--- src/hdl/ialu_pkg.sv ---
// ----------------------------------------------------------------------------
// ialu_pkg
// Shared types and constants for the pipelined signed integer ALU.
// ----------------------------------------------------------------------------
`default_nettype none

package ialu_pkg;

  localparam int unsigned DATA_W = 32;
  localparam int unsigned MODE_W = 3;
  localparam int unsigned STAT_W = 2;

  typedef logic [MODE_W-1:0] mode_t;
  typedef logic [STAT_W-1:0] status_t;
  typedef logic [DATA_W-1:0] word_t;

  localparam mode_t OP_ADD = mode_t'(0);
  localparam mode_t OP_SUB = mode_t'(1);
  localparam mode_t OP_MUL = mode_t'(2);
  localparam mode_t OP_DIV = mode_t'(3);
  localparam mode_t OP_REM = mode_t'(4);

  localparam status_t ST_OK      = status_t'(0);
  localparam status_t ST_BADOP   = status_t'(1);
  localparam status_t ST_DIVZERO = status_t'(2);

  // Payload carried down the divider pipeline
  typedef struct packed {
    mode_t mode;
    logic  neg_q;   // quotient must be negated
    logic  neg_r;   // remainder must be negated
    logic  bzero;   // divisor is zero
    word_t alt;     // add / sub / mul result
    word_t mb;      // divisor magnitude
    word_t rem;     // partial remainder
    word_t quo;     // dividend bits shifting out, quotient bits shifting in
  } stage_t;

endpackage

`default_nettype wire

--- src/hdl/ialu_div_step.sv ---
// ----------------------------------------------------------------------------
// ialu_div_step
// One registered restoring-division step: one quotient bit per stage.
// ----------------------------------------------------------------------------
`default_nettype none

module ialu_div_step (
  input  wire                  clk,
  input  wire                  rst_n,
  input  wire                  en,
  input  wire                  in_valid,
  input  ialu_pkg::stage_t     in_stage,
  output logic                 out_valid,
  output ialu_pkg::stage_t     out_stage
);
  import ialu_pkg::*;

  logic              valid_r;
  stage_t            stage_r;
  stage_t            stage_nxt;
  logic [DATA_W:0]   rem_sh;
  logic [DATA_W:0]   diff;
  logic              take;

  always_comb begin
    rem_sh    = {in_stage.rem, in_stage.quo[DATA_W-1]};
    diff      = rem_sh - {1'b0, in_stage.mb};
    take      = !diff[DATA_W];
    stage_nxt = in_stage;
    stage_nxt.rem = take ? diff[DATA_W-1:0] : rem_sh[DATA_W-1:0];
    stage_nxt.quo = {in_stage.quo[DATA_W-2:0], take};
  end

  always_ff @(posedge clk) begin
    if (!rst_n) begin
      valid_r <= 1'b0;
    end else if (en) begin
      valid_r <= in_valid;
    end
  end

  always_ff @(posedge clk) begin
    if (en) begin
      stage_r <= stage_nxt;
    end
  end

  assign out_valid = valid_r;
  assign out_stage = stage_r;

endmodule

`default_nettype wire

--- config.mk ---
export PLATFORM = sky130hd
export DESIGN_NAME = ialu_div_step
export DESIGN_NICKNAME = d
export VERILOG_FILES = /design/src/hdl/ialu_pkg.sv /design/src/hdl/ialu_div_step.sv
export SDC_FILE = /design/constraint.sdc
export NUM_CORES = 1
export LEC_CHECK = 0
export ABC_AREA = 1
export BUFFER_PORTS_ARGS = -buffer_cell sky130_fd_sc_hd__buf_2
export CAP_MARGIN = 20
export CELL_PAD_IN_SITES_DETAIL_PLACEMENT = 0
export CELL_PAD_IN_SITES_GLOBAL_PLACEMENT = 1
export CORE_MARGIN = 8
export CORE_UTILIZATION = 28
export CTS_CLUSTER_DIAMETER = 150
export DETAILED_ROUTE_END_ITERATION = 8
export GPL_TIMING_DRIVEN = 0
export PLACE_DENSITY_LB_ADDON = 0.3
export SYNTH_ARGS = -nofsm -noshare
export SYNTH_HDL_FRONTEND = slang
export SYNTH_SLANG_ARGS = --single-unit
--- constraint.sdc ---
create_clock -name clk -period 3.55 [get_ports clk]
set_clock_uncertainty 0.2 [all_clocks]
set_input_delay 0.1775 -clock clk [delete_from_list [all_inputs] [get_ports clk]]
set_output_delay 0.1775 -clock clk [all_outputs]
set_load 0.01 [all_outputs]
==> summary.md, run 1 <==
| Metric | Value |
|---|---|
| Status | `finished clean` |
| PD cells | `433.7 nW/um^2` |
| Gr ovfl total | `0` |
| R2R Setup Slk | `2.16 ns` |
| Fmax | `355.0 MHz` |
| Core footprint | `about 26,000 um^2` |
| Syn Inst Count | `821` |
| Clock Latency Late Sink | `around 0.42 ns` |
| Ys async rst share | `0%` |
| DR vias | `6,658` |
| Initial Util | `28.29%` |
| First-pass GRT wire length | `38,720 um` |
| Post-synth EDFFs | `roughly 130` |
| Area of the mapped netlist | `7331 um^2` |
| Post-synth top cells | `nand2_1 (315), inv_1 (154), edfxtp_1 (134), nor2_1 (38), ha_1 (32)` |
| Mean Syn Cell Area | `around 8.9 um^2` |
| Leak | `5.612 nW` |
| Clock sinks | `about 140` |
| R2r endpoint | `out_valid` |
| Cells after DPL | `1,429` |
| CP max FO | `10` |
| Critical path class | `input port to register` |
| Reg-to-Reg Start | `out_valid` |
| Final GP Congestion | `0.8399` |
| TNS Setup | `0 ns` |
| CP Capture Type | `register` |
| Min-Delay Path Class | `input port to register` |
| DR DRC count | `0` |
| Antenna violations before repair | `0` |
| Main flop type after synthesis | `edfxtp_1` |
| Clock buffer depth | `2` |
| Diode count | `0` |
| Finished Layout Cells | `between 1,500 and 2,000` |
| IO Pins | `273` |
| Period utilization | `approximately 79%` |
| Post-CTS sizing | `0` |
| Yosys top cell area share | `54.89%` |
| Hold Fails Final Rpt | `0` |
| Pwr Total | `between 4 and 5 mW` |
| Top-count cell post-synth | `nand2_1` |
| # setup viols final | `0` |
| Vias per cell | `4.169` |
| Final worst path period need | `2.817 ns` |
| Ranking of synthesized cells by area | `edfxtp_1 (55%), nand2_1 (16%), inv_1 (7.9%), ha_1 (5.5%), nand2_2 (2.1%)` |
| H-Tree Level Count | `4` |
| Slew Viols, Final | `0` |
| Clock slew at reported path FFs | `0.07 ns` |
| Final nets | `about 1,400` |
| Hold depth | `5` |
| Ys Warns | `0` |
| Critical path data arrival time | `2.79 ns` |
| CTS tree | `done` |
| CP required | `3.52 ns` |
| Synth cell types | `32` |
| Layout area overhead | `50.95%` |
| Root buffer cell | `clkbuf_16` |
| Site row count | `59` |
| Drt wl/cell | `16.08 um` |
| RSZ-0062 raised after global routing | `false` |
| VDD IR max | `283.8 uV` |
| Mapped Nets | `992` |
| Cell taking the most area after synthesis | `edfxtp_1` |
| Fraction of layout cells with a size suffix above 1 | `27.73%` |
| Die area | `31,610 um^2` |
| Drt pass-1 iters | `5` |
| CTS Buf Count | `17` |
| Die H | `177.8 um` |
| Hold EP | `out_stage[63]` |
| Max Cap Viol | `0` |
| Flop and latch count out of synthesis | `135` |
| Iter 0 DRT Violations | `349` |
| DP HPWL | `20,120 um` |
| Crit path launch type | `input port` |
| Post-route ant nets | `0` |
| Vias in the first global route | `between 7,000 and 8,000` |
| Hold Startpoint | `in_stage[63]` |
| Routed wire length | `25,670 um` |
| Port Buf Inserts | `272` |
| Sequential fraction of the synthesis area | `55.16%` |
| Tot GR Track Use | `between 10% and 20%` |
| Die Width | `177.8 um` |
| FF-to-FF path depth | `3` |
| Pin count of the biggest net entering global routing | `96` |
| Slew @ Worst Pin | `~0.48 ns` |
| Slew margin rel. | `between 60% and 70%` |
layout make-up:
class,instances,area (um^2)
flip-flops and latches,135,4044
fillers,2588,14850
multi-input cells,520,2606
well taps,335,419.2
plain buffers,6,80.08
clock inverters,15,133.9
inverters,160,600.6
clock buffers,17,425.4
repair buffers,409,2756
worst max path at each step:
stage | from | end | slack (ns) | depth (start not counted)
finish | in_stage[31] | out_stage[51] | 0.73 | 18
global route | in_stage[31] | out_stage[51] | 0.52 | 18
CTS | in_stage[31] | out_stage[51] | 0.73 | 18
detailed placement | in_stage[31] | out_stage[51] | 0.82 | 17
global placement | en | out_valid | 0.42 | 3
floorplan | in_stage[31] | out_stage[45] | 1.32 | 16
worst max-delay path, cell delays in order:
cell,delay (ns)
dlygate4sd3_1,0.52
buf_2,0.11
inv_1,0.04
ha_1,0.22
fa_1,0.43
inv_1,0.13
nand2_1,0.06
nand2_1,0.07
nand3_1,0.08
nand2_2,0.15
nand2_2,0.06
nand2_2,0.12
nand2_4,0.08
nand3_2,0.12
nand2_8,0.09
buf_6,0.15
nand2_1,0.08
nand2_1,0.07
cells by family after synthesis:
group                    Yosys count  synth area share, %
AO/OA/AOI/OAI                     34                2.765
XOR/XNOR                          15                1.792
flip-flops                       135                55.16
adder cells (fa/ha/maj)           33                5.735
AND/OR/NAND/NOR                  438                25.26
buffers and inverters            166                9.285
cell usage in the layout (no fill, tap or decap), types with 2 or more instances in the layout:
master and n:
nand2_2 25, nand4_1 8, and2_1 4, inv_8 4, a21oi_1 24, nand2_4 4
dlygate4sd3_1 136, clkinv_1 2, inv_2 5, inv_6 4, edfxtp_1 134, buf_2 271
xor2_1 14, ha_1 32, clkinv_4 4, clkinvlp_4 2, o21bai_1 7, nor3_1 6
nand2_1 315, nand3_1 30, inv_1 154, buf_6 5, nand3b_1 2, clkbuf_16 17
nor2_1 38
where the power goes:
part	internal, mW	total, mW	leakage, nW	switching, mW
registers	1.93	1.97	1.32	0.0341
logic	0.462	1.11	4.02	0.649
clock network	0.924	1.72	0.270	0.796
per-layer routing:
layer	vias to the layer above	routed length (um)	track usage (%)	part of all wire (%)
met2	194	12230	27.27	48
li1	3442	-	-	-
met5	-	0	0	0
met4	0	107	2.918	0.42
met1	3015	11480	20.16	45
met3	7	1855	3.723	7.2
stage by stage:
stage / cell area [um^2] / hold WS [ns] / setup slack [ns] / utilization [%]
floorplan: 7331 / 0.07096 / 1.318 / -
detailed placement: 9145 / 0.1558 / 0.8246 / 35.29
finish: 11070 / 0.06059 / 0.7333 / 42.71
CTS: 11070 / 0.05690 / 0.7283 / 42.71
global placement: 9111 / 0.1538 / 0.4172 / 35.16
global route: 11070 / 0.09545 / 0.5195 / 42.71
sequential cells by signal, indices dropped and copies added (netlist names):
| register | cells |
|---|---|
| out_valid | 1 |
| out_stage | 134 |
timing repair:
| item | CTS | global route |
|---|---|---|
| setup buffers | 0 | 0 |
| hold endpoints to repair | 156 | 0 |
| hold buffers | 136 | 0 |
Note: power is estimated with default switching activity, not from simulation.
==> run 2: changes to the inputs <==
Settings changed: ABC_AREA 1 to 0.
Clock period 3.55 ns to 2.8 ns, I/O delays scaled along.
==> run 2 against run 1 <==
Net effect: flip-flop and latch count stayed put; clock power is 26% higher; via count is 18% lower; largest power group unchanged.
==> summary.md, run 2 <==
| Metric | Value |
|---|---|
| Reg-to-Reg Start | `out_valid` |
| FF-to-FF path depth | `3 (unchanged)` |
| IO Pins | `273 (unchanged)` |
| Clock slew at reported path FFs | `0.07 ns (about the same)` |
| Ys async rst share | `0% (unchanged)` |
| DP HPWL | `15,790 um (-22%)` |
| Filler cells | `2,203 (-15%)` |
| Area of the mapped netlist | `6554 um^2 (-11%)` |
| Combinational Power Share | `23.1% (about the same)` |
| Finished Layout Cells | `1,252 (-22%)` |
| Hold Fails Final Rpt | `0 (unchanged)` |
| DR DRC count | `0 (unchanged)` |
| Psw | `1.728 mW (+17%)` |
| R2R Setup Slk | `1.47 ns (-0.69 ns)` |
| Yosys top cell area share | `61.40% (+6.5 points)` |
| CP Capture Type | `register` |
| Final GP Congestion | `0.8075 (-3.9%)` |
| Final Cell Area | `10,490 um^2 (-5.2%)` |
| Mapped Nets | `652 (-34%)` |
| Max Cap Viol | `0 (unchanged)` |
| Compound-Gate Fraction of Synth Area | `10.44% (+7.7 points)` |
| Synth cell types | `50 (+56%)` |
| R2r endpoint | `out_valid` |
| Top-count cell post-synth | `edfxtp_1` |
| TNS Setup | `0 ns (unchanged)` |
| Ranking of synthesized cells by area | `edfxtp_1 (61%), ha_1 (6.1%), mux2_4 (5.7%), a21oi_1 (2.9%), inv_1 (2.2%)` |
| Main flop type after synthesis | `edfxtp_1` |
| Int Power | `4.335 mW (+31%)` |
| H-Tree Level Count | `4 (unchanged)` |
| Setup WS pre-CTS | `-0.7358 ns (-1.560 ns)` |
| Cell taking the most area after synthesis | `edfxtp_1` |
| Hold Startpoint | `in_stage[65]` |
| Pwr Total | `6.063 mW (+26%)` |
| Post-synth top cells | `edfxtp_1 (134), a21oi_1 (38), inv_1 (38), ha_1 (32), nand2_1 (27)` |
| Switching power share of the total | `28.50% (-2.3 points)` |
| First-pass GRT wire length | `32,660 um (-16%)` |
| Die area | `28,560 um^2 (-9.7%)` |
| Critical path launch point | `in_stage[77]` |
| Placed Area | `8362 um^2 (-8.6%)` |
| Clock sinks | `135 (unchanged)` |
| Syn Inst Count | `481 (-41%)` |
| Max reg flops | `134 (unchanged)` |
| Final Util | `45.25% (+2.5 points)` |
| Final worst path period need | `2.737 ns` |
| CTS Buf Count | `17 (unchanged)` |
| Slew @ Worst Pin | `0.6855 ns (+0.2007 ns)` |
| # setup viols final | `0 (unchanged)` |
| Sequential fraction of the synthesis area | `61.70% (+6.5 points)` |
| DR vias | `5,465 (-18%)` |
| Clock buffer depth | `2 (unchanged)` |
| Final nets | `1,089 (-23%)` |
| Initial Util | `28.26% (-0.034 points)` |
| PD cells | `577.8 nW/um^2 (+33%)` |
| Hold_ws | `0.06909 ns (+0.008496 ns)` |
| Most frequent cells in the layout | `buf_2 (272), dlygate4sd3_1 (137), edfxtp_1 (134)` |
| Status | `finished clean` |
| RSZ-0062 raised after global routing | `true` |
| Pin count of the biggest net entering global routing | `100 (+4.2%)` |
| Worst setup margin | `0.06295 ns (-0.6703 ns)` |
| Fmax | `365.4 MHz` |
| Post-Synth Simple-Gate Area | `7.904% (-17 points)` |
| Post-route ant nets | `0 (unchanged)` |
| Clock network fraction of design power | `35.6% (-0.2 points)` |
| CP endpoint | `out_stage[48]` |
| Post-synthesis xor/xnor area fraction | `3.074% (+1.3 points)` |
| Post-Synth Adder-Cell Area | `6.415% (+0.68 points)` |
| Slew margin rel. | `53.88% (-14 points)` |
| Slew Viols, Final | `0 (unchanged)` |
| Layout area overhead | `60.12%` |
| Vias in the first global route | `5,621 (-20%)` |
| Leak | `4.628 nW (-18%)` |
| Main combinational cell family by area after synthesis | `compound AO/OA/AOI/OAI gates` |
| Clock Latency Late Sink | `0.41 ns (about the same)` |
| Port Buf Inserts | `272 (unchanged)` |
| Drt wl/cell | `17.40 um (+8.3%)` |
| Critical path data arrival time | `2.71 ns (-0.08 ns)` |
| Min-Delay Path Class | `input port to register` |
| Root buffer cell | `clkbuf_16` |
| Die H | `169.0 um (-5.0%)` |
| Most common cell after layout, fill and taps aside | `buf_2` |
| Drt pass-1 iters | `4 (-1)` |
| Mean Syn Cell Area | `13.63 um^2 (+53%)` |
| Period utilization | `97.75%` |
| Iter 0 DRT Violations | `260 (-26%)` |
| Vias per cell | `4.365 (+4.7%)` |
| Reg power frac | `41.2% (+0.2 points)` |
| CP max FO | `10 (unchanged)` |
| Core footprint | `23,190 um^2 (-10%)` |
| Gr ovfl total | `0 (unchanged)` |
| CTS tree | `done` |
| Cells after DPL | `1,073 (-25%)` |
| Routed wire length | `21,790 um (-15%)` |
| Tot GR Track Use | `14.79% (-1.1 points)` |
| Site row count | `56 (-5.1%)` |
| Fraction of layout cells with a size suffix above 1 | `40.06% (+12 points)` |
| Flop and latch count out of synthesis | `135 (unchanged)` |
| VDD IR max | `344.1 uV (+21%)` |
| Mux share of post-synthesis cell area | `7.159% (+7.2 points)` |
| CP required | `2.77 ns (-0.75 ns)` |
| Post-synth EDFFs | `134 (unchanged)` |
| Critical path class | `input port to register` |
| Ys Warns | `0 (unchanged)` |
| Die Width | `169.0 um (-5.0%)` |
| Crit path launch type | `input port` |
| Antenna violations before repair | `5 (+5)` |
==> run 2: cell types whose count changed after synthesis, moves of 8 or more <==
cell | before | now
a21oi_1 | 24 | 38
nor2_1 | 38 | 18
xnor2_1 | 1 | 13
nand2_1 | 315 | 27
nand3_1 | 30 | 10
nand2_2 | 25 | 0
mux2_4 | 0 | 25
a21o_1 | 0 | 18
o21ai_0 | 1 | 17
inv_1 | 154 | 38
nand2b_1 | 0 | 8
==> run 2: cell families (layout without fill, tap and decap cells) <==
| family | Yosys count | after routing |
|---|---|---|
| buf+inv | 49 | 499 |
| compound gates | 107 | 107 |
| simple gates | 100 | 100 |
| mux | 34 | 34 |
| flops | 135 | 135 |
| other cells | 0 | 2 |
| fa+ha+maj | 33 | 33 |
| xor+xnor | 23 | 23 |
==> run 2: area by class of cell <==
| class | count | area [um^2] | share of cell area (%) |
|---|---|---|---|
| timing repair buffer | 418 | 2844 | 27.10 |
| clock inverter | 15 | 132.6 | 1.264 |
| clock buffer | 17 | 425.4 | 4.054 |
| buffer | 11 | 90.09 | 0.8585 |
| multi-input combinational | 297 | 2411 | 22.98 |
| antenna | 2 | 5.005 | 0.04769 |
| inverter | 38 | 142.6 | 1.359 |
| sequential | 135 | 4044 | 38.54 |
| tap | 319 | 399.1 | 3.804 |
==> run 2: power by group through the flow <==
stage,Clock [mW],Sequential (mW),Combinational [mW]
6_report,2.16,2.50,1.40
5_1_grt,2.30,2.52,1.53
4_1_cts,2.24,2.50,1.37
3_5_place_dp,0,2.54,1.20
3_3_place_gp,0,2.55,1.19
2_1_floorplan,0,2.67,0.574
==> run 2: worst min-delay path by stage <==
stage / cells after the start / slack [ns] / end
after CTS: 3 / 0.06 / out_stage[33]
after global placement: 1 / 0.12 / out_stage[118]
after global routing: 3 / 0.10 / out_stage[33]
after floorplan: 0 / 0.04 / out_stage[100]
final: 3 / 0.07 / out_stage[33]
after detailed placement: 1 / 0.12 / out_stage[29]
==> run 2: per-layer routing <==
layer	global-route usage [%]	vias up	wire, um
li1	-	2685	-
met1	17.47	2565	9292
met2	25.32	187	10570
met3	5.358	20	1708
met4	3.347	8	162
met5	0	-	59
==> run 2: critical path, cell delays in order <==
cell,delay [ns]
buf_2,0.08
inv_1,0.05
ha_1,0.35
a21oi_2,0.24
o311a_1,0.19
o21ai_1,0.07
a21o_1,0.21
o31a_2,0.37
mux2i_2,0.18
nor2_4,0.25
buf_8,0.22
mux2_4,0.32
==> run 2: what timing repair did <==
item | in CTS | in global routing
endpoints found under the setup margin | 32 | 28
hold endpoints to repair | 169 | 0
resized for setup | 4 | 24
hold buffers | 137 | 0
gates cloned | 0 | 1
pin swaps | 4 | 9
buffers inserted | 2 | 5
==> run 3: changes to the inputs <==
Settings changed: BUFFER_PORTS_ARGS -buffer_cell sky130_fd_sc_hd__buf_2 to -buffer_cell sky130_fd_sc_hd__buf_4, REMOVE_ABC_BUFFERS set to 1.
==> run 3 against run 2 <==
Net effect: largest power group unchanged; critical endpoint is now out_stage[38]; largest cell class unchanged; utilization rose by 2.5 points; die area stayed put; cell count is 1.3% lower; highest routed layer unchanged.
==> summary.md, run 3 (same netlist as run 2, synthesis figures left out) <==
| Metric | Value |
|---|---|
| CP required | `2.76 ns (about the same)` |
| Reg power frac | `39.9% (-1.3 points)` |
| Slew @ Worst Pin | `0.5967 ns (-0.08875 ns)` |
| Critical path cell sequence | `dlygate4sd3_1 > buf_4 > ha_1 > a21o_1 > a21o_1 > a21o_1 > or3_1 > mux2i_2 > nor2_4 > buf_12 > mux2_4` |
| Pwr Total | `6.306 mW (+4.0%)` |
| TNS Setup | `0 ns (unchanged)` |
| Final Util | `47.71% (+2.5 points)` |
| Hold Startpoint | `in_stage[34]` |
| Int Power | `4.562 mW (+5.2%)` |
| Delay-heaviest family, CP | `buffers and inverters` |
| Most frequent cells in the layout | `buf_4 (273), dlygate4sd3_1 (138), edfxtp_1 (134)` |
| Core footprint | `23,190 um^2 (unchanged)` |
| Most Frequent Cell on Critical Path | `a21o_1` |
| Die H | `169.0 um (unchanged)` |
| Die area | `28,560 um^2 (unchanged)` |
| Psw | `1.744 mW (+0.92%)` |
| Most common cell after layout, fill and taps aside | `buf_4` |
| CP max FO | `21 (+11)` |
| R2R Setup Slk | `1.43 ns (-0.04 ns)` |
| Pin count of the biggest net entering global routing | `108 (+8.0%)` |
| Drt wl/cell | `17.69 um (+1.7%)` |
| Initial Util | `28.26% (unchanged)` |
| Routed wire length | `21,870 um (+0.37%)` |
| Combinational Power Share | `24.2% (+1.1 points)` |
| Max Cap Viol | `0 (unchanged)` |
| Critical path data arrival time | `2.74 ns (+0.03 ns)` |
| VDD IR max | `319.9 uV (-7.0%)` |
| DP HPWL | `15,890 um (+0.68%)` |
| Drt pass-1 iters | `4 (unchanged)` |
| IO Pins | `273 (unchanged)` |
| Max reg flops | `134 (unchanged)` |
| DR DRC count | `0 (unchanged)` |
| Site row count | `56 (unchanged)` |
| Gr ovfl total | `0 (unchanged)` |
| Clock sinks | `135 (unchanged)` |
| CTS tree | `done` |
| Final nets | `1,075 (-1.3%)` |
| Vias in the first global route | `5,659 (+0.68%)` |
| Fraction of layout cells with a size suffix above 1 | `39.04% (-1.0 points)` |
| Status | `finished clean` |
| Crit path launch type | `input port` |
| Placed Area | `8977 um^2 (+7.4%)` |
| Reg-to-Reg Start | `out_valid` |
| Max incr delay on CP | `0.54 ns (+0.17 ns)` |
| # setup viols final | `0 (unchanged)` |
| Switching power share of the total | `27.66% (-0.85 points)` |
| Final worst path period need | `2.773 ns (+0.03594 ns)` |
| First-pass GRT wire length | `32,840 um (+0.55%)` |
| Hold Fails Final Rpt | `0 (unchanged)` |
| WP buf/inv | `3 (unchanged)` |
| Critical path class | `input port to register` |
| Final Cell Area | `11,070 um^2 (+5.4%)` |
| R2r endpoint | `out_valid` |
| Clock Latency Late Sink | `0.41 ns (about the same)` |
| Min-Delay Path Class | `input port to register` |
| Tot GR Track Use | `14.82% (+0.026 points)` |
| Diode count | `0 (-2)` |
| H-Tree Level Count | `4 (unchanged)` |
| Final GP Congestion | `0.7902 (-2.1%)` |
| FF-to-FF path depth | `3 (unchanged)` |
| Clock network fraction of design power | `35.9% (+0.3 points)` |
| RSZ-0062 raised after global routing | `false` |
| Period utilization | `99.04% (+1.3 points)` |
| PD cells | `569.9 nW/um^2 (-1.4%)` |
| Layout area overhead | `68.84%` |
| Fmax | `360.6 MHz (-1.3%)` |
| Antenna violations before repair | `1 (-4)` |
| Hold_ws | `0.2119 ns (+0.1429 ns)` |
| CTS Buf Count | `17 (unchanged)` |
| Clock buffer depth | `2 (unchanged)` |
| Port Buf Inserts | `272 (unchanged)` |
| CP max stage cell | `dlygate4sd3_1` |
| Root buffer cell | `clkbuf_16` |
| Slew margin rel. | `60.22% (+6.3 points)` |
| Slew Viols, Final | `0 (unchanged)` |
| Clock slew at reported path FFs | `0.06 ns (about the same)` |
| Die Width | `169.0 um (unchanged)` |
| DR vias | `5,454 (-0.20%)` |
| Leak | `4.824 nW (+4.2%)` |
| Post-route ant nets | `0 (unchanged)` |
| Hold depth | `4 (+1)` |
| Hold EP | `out_stage[35]` |
| Iter 0 DRT Violations | `311 (+20%)` |
| CP Capture Type | `register` |
| Vias per cell | `4.413 (+1.1%)` |
-- run 3: changes by cell type in the layout (fill, tap and decap cells not counted), moves of 3 or more --
cell / previous run / this run
clkbuf_1: 5 / 0
buf_4: 7 / 273
buf_2: 272 / 0
inv_6: 7 / 4
-- run 3: cell type report --
cell class                      instances  area [um^2]
Sequential cell                       135         4044
Multi-Input combinational cell        297         2392
Clock buffer                           17        425.4
Tap cell                              319        399.1
Clock inverter                         15        161.4
Fill cell                            2087        12130
Inverter                               38        142.6
Timing Repair Buffer                  415         3501
-- run 3: power groups by stage --
stage	registers, mW	logic [mW]	clock network (mW)
2_1_floorplan	2.67	0.556	0
3_3_place_gp	2.56	1.32	0
3_5_place_dp	2.56	1.34	0
4_1_cts	2.52	1.51	2.33
5_1_grt	2.54	1.65	2.41
6_report	2.52	1.52	2.26
-- run 3: timing repair --
| action | 4_1_cts | 5_1_grt |
|---|---|---|
| hold buffers | 138 | 0 |
| resized for setup | 5 | 14 |
| buffers inserted | 1 | 2 |
| pin swaps | 4 | 6 |
| hold endpoints to repair | 162 | 0 |
| endpoints found under the setup margin | 33 | 28 |
-- run 3: worst max-delay path by stage --
stage            startpoint             to  slack (ns)  depth (start not counted)
2_1_floorplan  in_stage[31]  out_stage[34]       -1.03                         11
3_3_place_gp   in_stage[31]  out_stage[34]       -2.21                         12
3_5_place_dp   in_stage[31]  out_stage[34]       -1.02                         13
4_1_cts        in_stage[57]  out_stage[38]        0.01                         10
5_1_grt        in_stage[88]  out_stage[38]      0.0009                         11
6_report       in_stage[55]  out_stage[38]        0.03                         11
-- run 3: layer usage --
metal | wire (um) | part of all wire (%) | track usage [%]
met1 | 9378 | 43 | 17.88
met2 | 10530 | 48 | 25.00
met5 | 13 | 0.059 | 0
met3 | 1616 | 7.4 | 4.566
met4 | 329 | 1.5 | 4.463
-- run 3: worst min-delay path: stages --
cell and delay, ns:
buf_4 0.08, ha_1 0.21, xnor2_1 0.13, mux2_2 0.15
-- run 3: stage by stage --
step	setup WS [ns]	cells
CTS	0.009983	1234
global placement	-2.211	1061
finish	0.02701	1236
global route	0.0009157	1236
detailed placement	-1.018	1063
floorplan	-1.031	470
